===== src/hdl/percent_decode_stream_assert.svh =====
// Assertion macros used by the percent decoder queue.
`ifndef PERCENT_DECODE_STREAM_ASSERT_SVH
`define PERCENT_DECODE_STREAM_ASSERT_SVH

// Checks that the consequent holds in the same cycle as the antecedent.
`define PDS_ASSERT_NOW(label, ante, cons) \
    label: assert property (@(posedge clk) disable iff (!rst_n) (ante) |-> (cons)) \
        else $error("percent decoder assertion failed");

// Checks that the consequent holds in the cycle after the antecedent.
`define PDS_ASSERT_NEXT(label, ante, cons) \
    label: assert property (@(posedge clk) disable iff (!rst_n) (ante) |=> (cons)) \
        else $error("percent decoder assertion failed");

`endif


===== src/hdl/pds_pkg.sv =====
// Shared types, constants and helper functions of the percent decoder.
package pds_pkg;

    localparam logic [7:0] PCT_CHAR = 8'h25;
    localparam int HEX_RADIX = 16;
    localparam int NIB_W = $clog2(HEX_RADIX);

    localparam int QDEPTH = 4;
    localparam int QPTR_W = $clog2(QDEPTH);
    localparam int QCNT_W = $clog2(QDEPTH + 1);

    localparam logic [1:0] PHASE_IDLE = 2'd0;
    localparam logic [1:0] PHASE_PCT = 2'd1;
    localparam logic [1:0] PHASE_DIGIT = 2'd2;

    typedef struct packed {
        logic [1:0] cnt;
        logic [2:0][7:0] bytes;
        logic last;
    } group_t;

    function automatic logic is_hex(input logic [7:0] c);
        is_hex = (c >= 8'h30 && c <= 8'h39) ||
                 (c >= 8'h41 && c <= 8'h46) ||
                 (c >= 8'h61 && c <= 8'h66);
    endfunction

    function automatic logic [NIB_W-1:0] hex_val(input logic [7:0] c);
        logic [7:0] v;
        v = 8'h00;
        if (c >= 8'h30 && c <= 8'h39)
        begin
            v = c - 8'h30;
        end
        else if (c >= 8'h41 && c <= 8'h46)
        begin
            v = c - 8'h37;
        end
        else if (c >= 8'h61 && c <= 8'h66)
        begin
            v = c - 8'h57;
        end
        hex_val = v[NIB_W-1:0];
    endfunction

endpackage


===== src/hdl/percent_decode_stream.sv =====
// Top level of the streaming URI percent decoder.
//
//   channel | direction | fields             | handshake
//   input   | in        | in_byte, in_last   | in_valid / in_ready
//   output  | out       | out_byte, out_last | out_valid / out_ready
//
// Each input request is classified combinationally, and one byte is taken per cycle
// while the queue is not full; a group of two or three bytes is sent by the back end
// one byte per cycle while out_ready is high.
// A four-entry queue of byte groups separates the two sides, so input is
// accepted while output stalls until the queue is full.
// Reset is asynchronous and active low and returns the block to no escape pending.
module percent_decode_stream
(
    input  logic       clk,
    input  logic       rst_n,
    input  logic       in_valid,
    output logic       in_ready,
    input  logic [7:0] in_byte,
    input  logic       in_last,
    output logic       out_valid,
    input  logic       out_ready,
    output logic [7:0] out_byte,
    output logic       out_last
);

    logic            push;
    logic            full;
    logic            pop;
    logic            q_valid;
    pds_pkg::group_t push_group;
    pds_pkg::group_t head;

    pds_front u_front
    (
        .clk        (clk),
        .rst_n      (rst_n),
        .in_valid   (in_valid),
        .in_ready   (in_ready),
        .in_byte    (in_byte),
        .in_last    (in_last),
        .q_full     (full),
        .push       (push),
        .push_group (push_group)
    );

    pds_queue u_queue
    (
        .clk        (clk),
        .rst_n      (rst_n),
        .push       (push),
        .push_group (push_group),
        .full       (full),
        .pop        (pop),
        .q_valid    (q_valid),
        .head       (head)
    );

    pds_back u_back
    (
        .clk       (clk),
        .rst_n     (rst_n),
        .q_valid   (q_valid),
        .head      (head),
        .pop       (pop),
        .out_valid (out_valid),
        .out_ready (out_ready),
        .out_byte  (out_byte),
        .out_last  (out_last)
    );

endmodule


===== src/hdl/pds_front.sv =====
// Front end: tracks escape phase and turns each input byte into a group of 0-3 output bytes.
module pds_front
(
    input  logic              clk,
    input  logic              rst_n,
    input  logic              in_valid,
    output logic              in_ready,
    input  logic [7:0]        in_byte,
    input  logic              in_last,
    input  logic              q_full,
    output logic              push,
    output pds_pkg::group_t   push_group
);

    logic [1:0] phase_reg;
    logic [1:0] phase_next;
    logic [7:0] held_reg;
    logic [7:0] held_next;
    logic [1:0] pre_cnt;
    logic [7:0] pre0;
    logic [7:0] pre1;
    logic       do_fresh;
    logic       fresh_put;
    logic       fire;
    logic       hex;

    assign in_ready = !q_full;
    assign fire = in_valid && in_ready;
    assign hex = pds_pkg::is_hex(in_byte);

    always_comb
    begin
        phase_next = pds_pkg::PHASE_IDLE;
        held_next = held_reg;
        pre_cnt = 2'd0;
        pre0 = pds_pkg::PCT_CHAR;
        pre1 = in_byte;
        do_fresh = 1'b0;
        unique case (phase_reg)
            pds_pkg::PHASE_PCT:
            begin
                if (hex)
                begin
                    if (in_last)
                    begin
                        pre_cnt = 2'd2;
                    end
                    else
                    begin
                        held_next = in_byte;
                        phase_next = pds_pkg::PHASE_DIGIT;
                    end
                end
                else
                begin
                    pre_cnt = 2'd1;
                    do_fresh = 1'b1;
                end
            end
            pds_pkg::PHASE_DIGIT:
            begin
                if (hex)
                begin
                    pre_cnt = 2'd1;
                    pre0 = {pds_pkg::hex_val(held_reg), pds_pkg::hex_val(in_byte)};
                end
                else
                begin
                    pre_cnt = 2'd2;
                    pre1 = held_reg;
                    do_fresh = 1'b1;
                end
            end
            default:
            begin
                do_fresh = 1'b1;
            end
        endcase
        fresh_put = do_fresh && !(in_byte == pds_pkg::PCT_CHAR && !in_last);
        if (do_fresh && !fresh_put)
        begin
            phase_next = pds_pkg::PHASE_PCT;
        end
    end

    always_comb
    begin
        push_group.cnt = pre_cnt + {1'b0, fresh_put};
        push_group.last = in_last;
        push_group.bytes[0] = (pre_cnt == 2'd0) ? in_byte : pre0;
        push_group.bytes[1] = (pre_cnt == 2'd1) ? in_byte : pre1;
        push_group.bytes[2] = in_byte;
    end

    assign push = fire && (push_group.cnt != 2'd0);

    always_ff @(posedge clk or negedge rst_n)
    begin
        if (!rst_n)
        begin
            phase_reg <= pds_pkg::PHASE_IDLE;
            held_reg <= 8'h00;
        end
        else if (fire)
        begin
            phase_reg <= phase_next;
            held_reg <= held_next;
        end
    end

endmodule


===== src/hdl/pds_queue.sv =====
// Short queue of byte groups between the front end and the back end.
`include "percent_decode_stream_assert.svh"

module pds_queue
(
    input  logic              clk,
    input  logic              rst_n,
    input  logic              push,
    input  pds_pkg::group_t   push_group,
    output logic              full,
    input  logic              pop,
    output logic              q_valid,
    output pds_pkg::group_t   head
);

    pds_pkg::group_t entry_reg [pds_pkg::QDEPTH];
    logic [pds_pkg::QPTR_W-1:0] wr_ptr_reg;
    logic [pds_pkg::QPTR_W-1:0] rd_ptr_reg;
    logic [pds_pkg::QCNT_W-1:0] count_reg;
    logic [pds_pkg::QCNT_W-1:0] count_next;

    assign full = (count_reg == pds_pkg::QCNT_W'(pds_pkg::QDEPTH));
    assign q_valid = (count_reg != '0);
    assign head = entry_reg[rd_ptr_reg];

    always_comb
    begin
        count_next = count_reg;
        if (push && !pop)
        begin
            count_next = count_reg + pds_pkg::QCNT_W'(1);
        end
        else if (pop && !push)
        begin
            count_next = count_reg - pds_pkg::QCNT_W'(1);
        end
    end

    always_ff @(posedge clk)
    begin
        if (push)
        begin
            entry_reg[wr_ptr_reg] <= push_group;
        end
    end

    always_ff @(posedge clk or negedge rst_n)
    begin
        if (!rst_n)
        begin
            wr_ptr_reg <= '0;
            rd_ptr_reg <= '0;
            count_reg <= '0;
        end
        else
        begin
            if (push)
            begin
                wr_ptr_reg <= wr_ptr_reg + pds_pkg::QPTR_W'(1);
            end
            if (pop)
            begin
                rd_ptr_reg <= rd_ptr_reg + pds_pkg::QPTR_W'(1);
            end
            count_reg <= count_next;
        end
    end

    `PDS_ASSERT_NOW(a_no_push_full, push, !full)
    `PDS_ASSERT_NOW(a_no_pop_empty, pop, q_valid)
    `PDS_ASSERT_NOW(a_no_empty_group, push, push_group.cnt != 2'd0)
    `PDS_ASSERT_NEXT(a_count_up, push && !pop, count_reg == $past(count_reg) + pds_pkg::QCNT_W'(1))

endmodule


===== src/hdl/pds_back.sv =====
// Back end: sends the bytes of each queued group one per cycle while out_ready is high.
module pds_back
(
    input  logic              clk,
    input  logic              rst_n,
    input  logic              q_valid,
    input  pds_pkg::group_t   head,
    output logic              pop,
    output logic              out_valid,
    input  logic              out_ready,
    output logic [7:0]        out_byte,
    output logic              out_last
);

    pds_pkg::group_t cur_reg;
    logic            busy_reg;
    logic [1:0]      idx_reg;
    logic            final_beat;
    logic            done;

    assign out_valid = busy_reg;
    assign final_beat = (idx_reg == cur_reg.cnt - 2'd1);
    assign done = busy_reg && out_ready && final_beat;
    assign pop = q_valid && (!busy_reg || done);
    assign out_last = cur_reg.last && final_beat;

    always_comb
    begin
        case (idx_reg)
            2'd0: out_byte = cur_reg.bytes[0];
            2'd1: out_byte = cur_reg.bytes[1];
            default: out_byte = cur_reg.bytes[2];
        endcase
    end

    always_ff @(posedge clk)
    begin
        if (pop)
        begin
            cur_reg <= head;
        end
    end

    always_ff @(posedge clk or negedge rst_n)
    begin
        if (!rst_n)
        begin
            busy_reg <= 1'b0;
            idx_reg <= 2'd0;
        end
        else if (pop)
        begin
            busy_reg <= 1'b1;
            idx_reg <= 2'd0;
        end
        else if (done)
        begin
            busy_reg <= 1'b0;
            idx_reg <= 2'd0;
        end
        else if (busy_reg && out_ready)
        begin
            idx_reg <= idx_reg + 2'd1;
        end
    end

endmodule


===== config.mk =====
export PLATFORM = sky130hd
export DESIGN_NAME = percent_decode_stream
export DESIGN_NICKNAME = d
export VERILOG_FILES = /design/src/hdl/pds_pkg.sv /design/src/hdl/percent_decode_stream.sv /design/src/hdl/pds_front.sv /design/src/hdl/pds_queue.sv /design/src/hdl/pds_back.sv
export VERILOG_INCLUDE_DIRS = /design/src /design/src/hdl
export SDC_FILE = /design/constraint.sdc
export NUM_CORES = 1
export LEC_CHECK = 0
export BUFFER_PORTS_ARGS = -buffer_cell sky130_fd_sc_hd__clkbuf_2
export CORE_ASPECT_RATIO = 0.9
export CORE_MARGIN = 4
export CORE_UTILIZATION = 60
export CTS_BUF_LIST = sky130_fd_sc_hd__clkbuf_4
export DETAILED_ROUTE_END_ITERATION = 7
export GPL_ROUTABILITY_DRIVEN = 0
export PLACE_DENSITY = 0.83
export SLEW_MARGIN = 15
export SYNTH_ARGS = -nofsm -noshare
export SYNTH_HDL_FRONTEND = slang
export SYNTH_SLANG_ARGS = --single-unit

===== constraint.sdc =====
create_clock -name clk -period 9.2 [get_ports clk]
set_input_delay 1.38 -clock clk [delete_from_list [all_inputs] [get_ports clk]]
set_output_delay 1.38 -clock clk [all_outputs]
set_load 0.1 [all_outputs]

# ---- Word-level counts from Yosys, hierarchy flattened
# Memories as Yosys holds them, arrays and structs flattened. A register that Yosys moved wholly into a read port is not among the register bits.
# Cells that the tools add are included.
dict set report op_classes {
  magnitude_cmp 12
  n_eq_ne 7
  reduce_logical 36
  muxes 32
  bitwise_logic 1
  addsub 13
}
# operator n
set op_table {}
lappend op_table {{2-to-1 mux 8 bit} 6}
lappend op_table {{greater-or-equal comparator 8 x 7 -> 1 bit (second input constant)} 4}
lappend op_table {{<= comparator 8 x 7 -> 1 bit (second input constant)} 4}
lappend op_table {{2-to-1 mux 4 bit} 6}
lappend op_table {{2-to-1 mux 2 bit} 10}
lappend op_table {{logical AND 1 bit} 17}
lappend op_table {{greater-or-equal comparator 8 x 6 -> 1 bit (second input constant)} 2}
lappend op_table {{<= comparator 8 x 6 -> 1 bit (second input constant)} 2}
lappend op_table {{case mux 8 bit (2 select lines)} 1}
lappend op_table {{subtractor 4 x 3 -> 4 bit (second input constant)} 4}
lappend op_table {{equality test 8 x 6 -> 1 bit (second input constant)} 1}
lappend op_table {{subtractor 4 x 1 -> 4 bit (second input constant)} 2}
lappend op_table {{zero test 1 bit} 7}
lappend op_table {{adder 2 x 1 -> 2 bit (second input constant)} 3}
lappend op_table {{equality test 2 x 1 -> 1 bit (second input constant)} 3}
lappend op_table {{2-to-1 mux 1 bit} 6}
lappend op_table {{2-to-1 mux 3 bit} 2}
lappend op_table {{nonzero test 2 bit} 3}
lappend op_table {{nonzero test 3 bit} 2}
lappend op_table {{zero test 2 bit} 2}
lappend op_table {{case mux 2 bit (2 select lines)} 1}
lappend op_table {{AND reduction 4 bit} 1}
lappend op_table {{adder 3 x 1 -> 3 bit (second input constant)} 1}
lappend op_table {{equality test 3 bit (second input constant)} 1}
lappend op_table {{8 further kinds} 10}
dict set report totals {
  n_memories 1
  input_bits 13
  elab_cells 109
  out_inout_bits 11
  reg_bits 20
  ram_bits 108
}
# name depth word_bits read_ports rd_clocked_by_memory_dff write_ports line
set mem_list {}
lappend mem_list {u_queue.entry_reg 4 27 1 1 1 pds_queue.sv:16} ;# pds_pkg::group_t entry_reg [pds_pkg::QDEPTH];

# ---- Depth between registers and ports, before layout
dict set report depth {
  ltp_word 14
  ltp_mapped 18
  mapped_depth_nobuf 17
}

# ---- Modules after synthesis
# Synthesis repeated with hierarchy kept, for this count alone.
dict set report unflattened {
  hier_cells 398
  area_unflattened_um2 6696.4
}
# module cells_per_inst area_each_um2 seq_area_each_um2 n_inst
set modules_own_cells {}
lappend modules_own_cells {pds_queue 175 4300.4 3418.3 1}
lappend modules_own_cells {pds_front 145 1243.7 250.2 1}
lappend modules_own_cells {pds_back 78 1152.4 885.8 1}

# ---- Worst setup path after synthesis
# Ideal clock, no wire load.
dict set report synth_timing {
  kind {input to register}
  startpoint {input in_byte[0]}
  endpoint {memory u_queue.entry_reg[0][0] (netlist name) (enable)}
  arrival_time_ps 4157
  path_buffers 1
  setup_time_ps 386
  required_ps 8814
  setup_slack_ps 4657
  stages 13
  cell_sequence {inv_1 -> ha_1 -> or3b_2 -> nand4_1 -> o21a_1 -> buf_6 -> o21ai_0 -> ha_1 -> nor2b_1 -> nand2b_1 -> a21boi_4 -> nor3_4 -> and2_1}
}
# item line
set synth_lines {}
lappend synth_lines {{start, declared} percent_decode_stream.sv:19} ;# input logic [7:0] in_byte,
lappend synth_lines {{end, declared} pds_queue.sv:16}

==> flow_summary_export.csv <==
group,metric,value,unit
yosys,syn_nets,407,
critical_path,critical_path_class,"primary input to flop",
clocking,cts.hold.buffers_added,0,
final_layout,nets,446,
routing,firstDrtPassIters,6,
yosys,synth_commonest_cells,"edfxtp_1, nand2_1, mux4_2, dfrtp_1",
grt,grt_overflow,0,
clocking,clock_sinks,155,
grt,grt_pass1_vias,3358,
sta,max_slew_margin,0.3786,
clocking,post_cts_buffers,0,
yosys,synth.avg_cell_area,17.33,sq um
yosys,yosys_most_used_dff,"edfxtp_1",
sta,hold_violations,0,
power_and_ir_drop,leakage,2.533,nW
routing,routed_wl,11.74,mm
critical_path,cp.arrival,5.23,ns
floorplanning,die_w,117.8,um
yosys,synth_seq_cells,155,
sta,finalSetupTns,0,ns
yosys,synth_cells,376,
grt,antenna_found_initial,0,
critical_path,cp-endpoint,"u_queue.count_reg[2]",
clocking,cts_made_buffers,17,
floorplanning,core_area,10420,sq um
routing,drt_iter0_drc,335,
yosys,synth_most_common_cell,"edfxtp_1",
yosys,async_reset_ff_frac,0.1290,
sta,period_share,0.5178,
final_layout,drive_above_1_share,0.2482,
critical_path,worstRegToRegCells,14,
critical_path,worst-path-max-fanout,10,
floorplanning,rows,35,
grt,track_usage,0.2034,
yosys,synth-edff-count,135,
outcome,status,"finished clean",
floorplanning,die_area,12590,sq um
sta,finalSetupViolations,0,
yosys,synth_cell_types,48,
final_layout,largest_reg_flops,108,
hold_path,hold_path_class,"flop to flop",
sta,rsz0062_at_grt,"no",
routing,drt-vias-per-instance,6.084,
sta,tightestPinTransition,0.9321,ns
grt,grt_max_degree,31,
power_and_ir_drop,powerDensity,310.3,nW/um^2
sta,fmax,209.9,MHz
critical_path,reg2reg_from,"u_front.phase_reg[0]",
floorplanning,fp.dieH,106.9,um
place,place_inst,525,
clocking,clock_latency,0.54,ns
sta,skew,0.009921,ns
place,hpwl,7.662,mm
yosys,synth_top_area_cell,"edfxtp_1",
routing,post_drt_wl_per_cell,21.07,um
clocking,htree_levels,4,
power_and_ir_drop,peakVddDrop,0.0001791,V
final_layout,finalNonFillerCells,557,
clocking,cts_tree,"yes",
place,placement.io_buffers,23,
grt,grt_first_pass_wirelength,19.00,mm
yosys,yosysSeqAreaShare,0.6991,
critical_path,start_kind,"primary input",
clocking,cts_buffer_depth,2,
critical_path,critPathCaptureType,"flop",
clocking,cts-resized-gates,0,
yosys,yosys_warnings,0,
critical_path,worstPathRequired,9.67,ns
final_layout,nFillCells,699,
yosys,synth_area_leaders,"edfxtp_1, mux4_2, dfrtp_1, ha_1, nand2_1",
routing,ant_nets,0,
sta,period_needed,4.763,ns
floorplanning,start_util,0.6251,
yosys,synth_top_cell_area_share,0.6222,
final_layout,synthToLayoutAreaGrowth,8.469,%
routing,dr_total_vias,3389,
critical_path,reg2reg_slack,6.06,ns
yosys,syn_area,6515,sq um
clocking,cts-root-buf,"clkbuf_4",
run,drv_cap,0,
critical_path,rr_endpoint,"u_queue.count_reg[2]",
critical_path,startpoint,"in_byte[0]",
clocking,clk_pin_slew,0.11,ns
routing,drcViolationCount,0,
floorplanning,num_io_pins,24,
final_layout,utilization,0.6780,
sta,maxSlewViolCount,0,
power by group:
part	internal [W]	total, W	switching, W	leakage (nW)
combinational	0.000239	0.000749	0.000510	0.900
clock	0.000177	0.000393	0.000216	0.156
sequential	0.000963	0.00105	0.0000877	1.48
per-stage QoR:
step                      hold WS (ns)  cell area, sq um  power [W]  setup WS, ns
after floorplan                 0.4641              6515   0.001651         4.657
after global placement          0.4843              6795   0.001808         4.215
after detailed placement        0.4863              6795   0.001832         3.989
after CTS                       0.5040              7064   0.002219         4.498
after global routing            0.5245              7064   0.002312         4.232
final                           0.5023              7067   0.002193         4.437
how the worst min path moves through the flow:
stage	from	endpoint	slack, ns	cells after the start
final	u_queue.count_reg[2]	u_queue.count_reg[2]	0.50	1
after global placement	u_queue.count_reg[2]	u_queue.count_reg[2]	0.48	1
after detailed placement	u_queue.count_reg[2]	u_queue.count_reg[2]	0.49	1
after CTS	u_queue.count_reg[2]	u_queue.count_reg[2]	0.50	1
after floorplan	u_queue.count_reg[2]	u_queue.count_reg[2]	0.46	1
after global routing	u_queue.count_reg[2]	u_queue.count_reg[2]	0.52	1
cell families after synthesis:
logic type	count (synthesis)	synth area share
XOR/XNOR	11	0.01479
flip-flops	155	0.6991
multiplexers	44	0.1227
AND/OR/NAND/NOR	74	0.05934
buffers and inverters	27	0.01805
AO/OA/AOI/OAI	47	0.05032
adder cells (fa/ha/maj)	18	0.03572
layout make-up:
class | instances | area (sq um) | share of cell area
Multi-Input combinational cell | 194 | 1847 | 0.2613
Sequential cell | 155 | 4556 | 0.6447
Inverter | 17 | 63.81 | 0.009030
Antenna cell | 1 | 2.502 | 0.0003541
Tap cell | 129 | 161.4 | 0.02284
Clock inverter | 8 | 96.34 | 0.01363
Timing Repair Buffer | 30 | 167.7 | 0.02373
Clock buffer | 23 | 172.7 | 0.02443
metal layers:
metal  track usage  vias to the layer above  wire (um)
met5             0                        -          0
met4       0.05439                        0        152
met3       0.05327                       19        608
met1        0.2931                     1742       5320
met2        0.3143                       94       5657
li1              -                     1534          -
worst max-delay path: stages:
cell and delay, ns:
clkbuf_2 0.20, inv_1 0.20, ha_1 0.19, or3b_2 0.46, nand4_1 0.17, o21a_1 0.41, o21ai_0 0.17, ha_1 0.41
nor2b_1 0.09, nand2b_1 0.13, a21boi_4 0.08, nor3_4 0.28, ha_1 0.23, inv_1 0.06, fa_1 0.37, xor2_1 0.15
nor2_1 0.11, xor2_1 0.14
layout by cell type (no fill, tap or decap), types with 5 or more instances in the layout:
cell type  instances
mux2_2             9
buf_4              7
clkbuf_4          23
edfxtp_1         135
xor2_1             5
inv_1             17
nor2_1             9
nand2_1           38
clkbuf_2          23
and2_1             5
dfrtp_1           19
xnor2_1            6
ha_1              17
mux4_2            27
nand2b_1           6
o21ai_0           12
a22oi_1            9
Power figures use the tool's default switching activity.
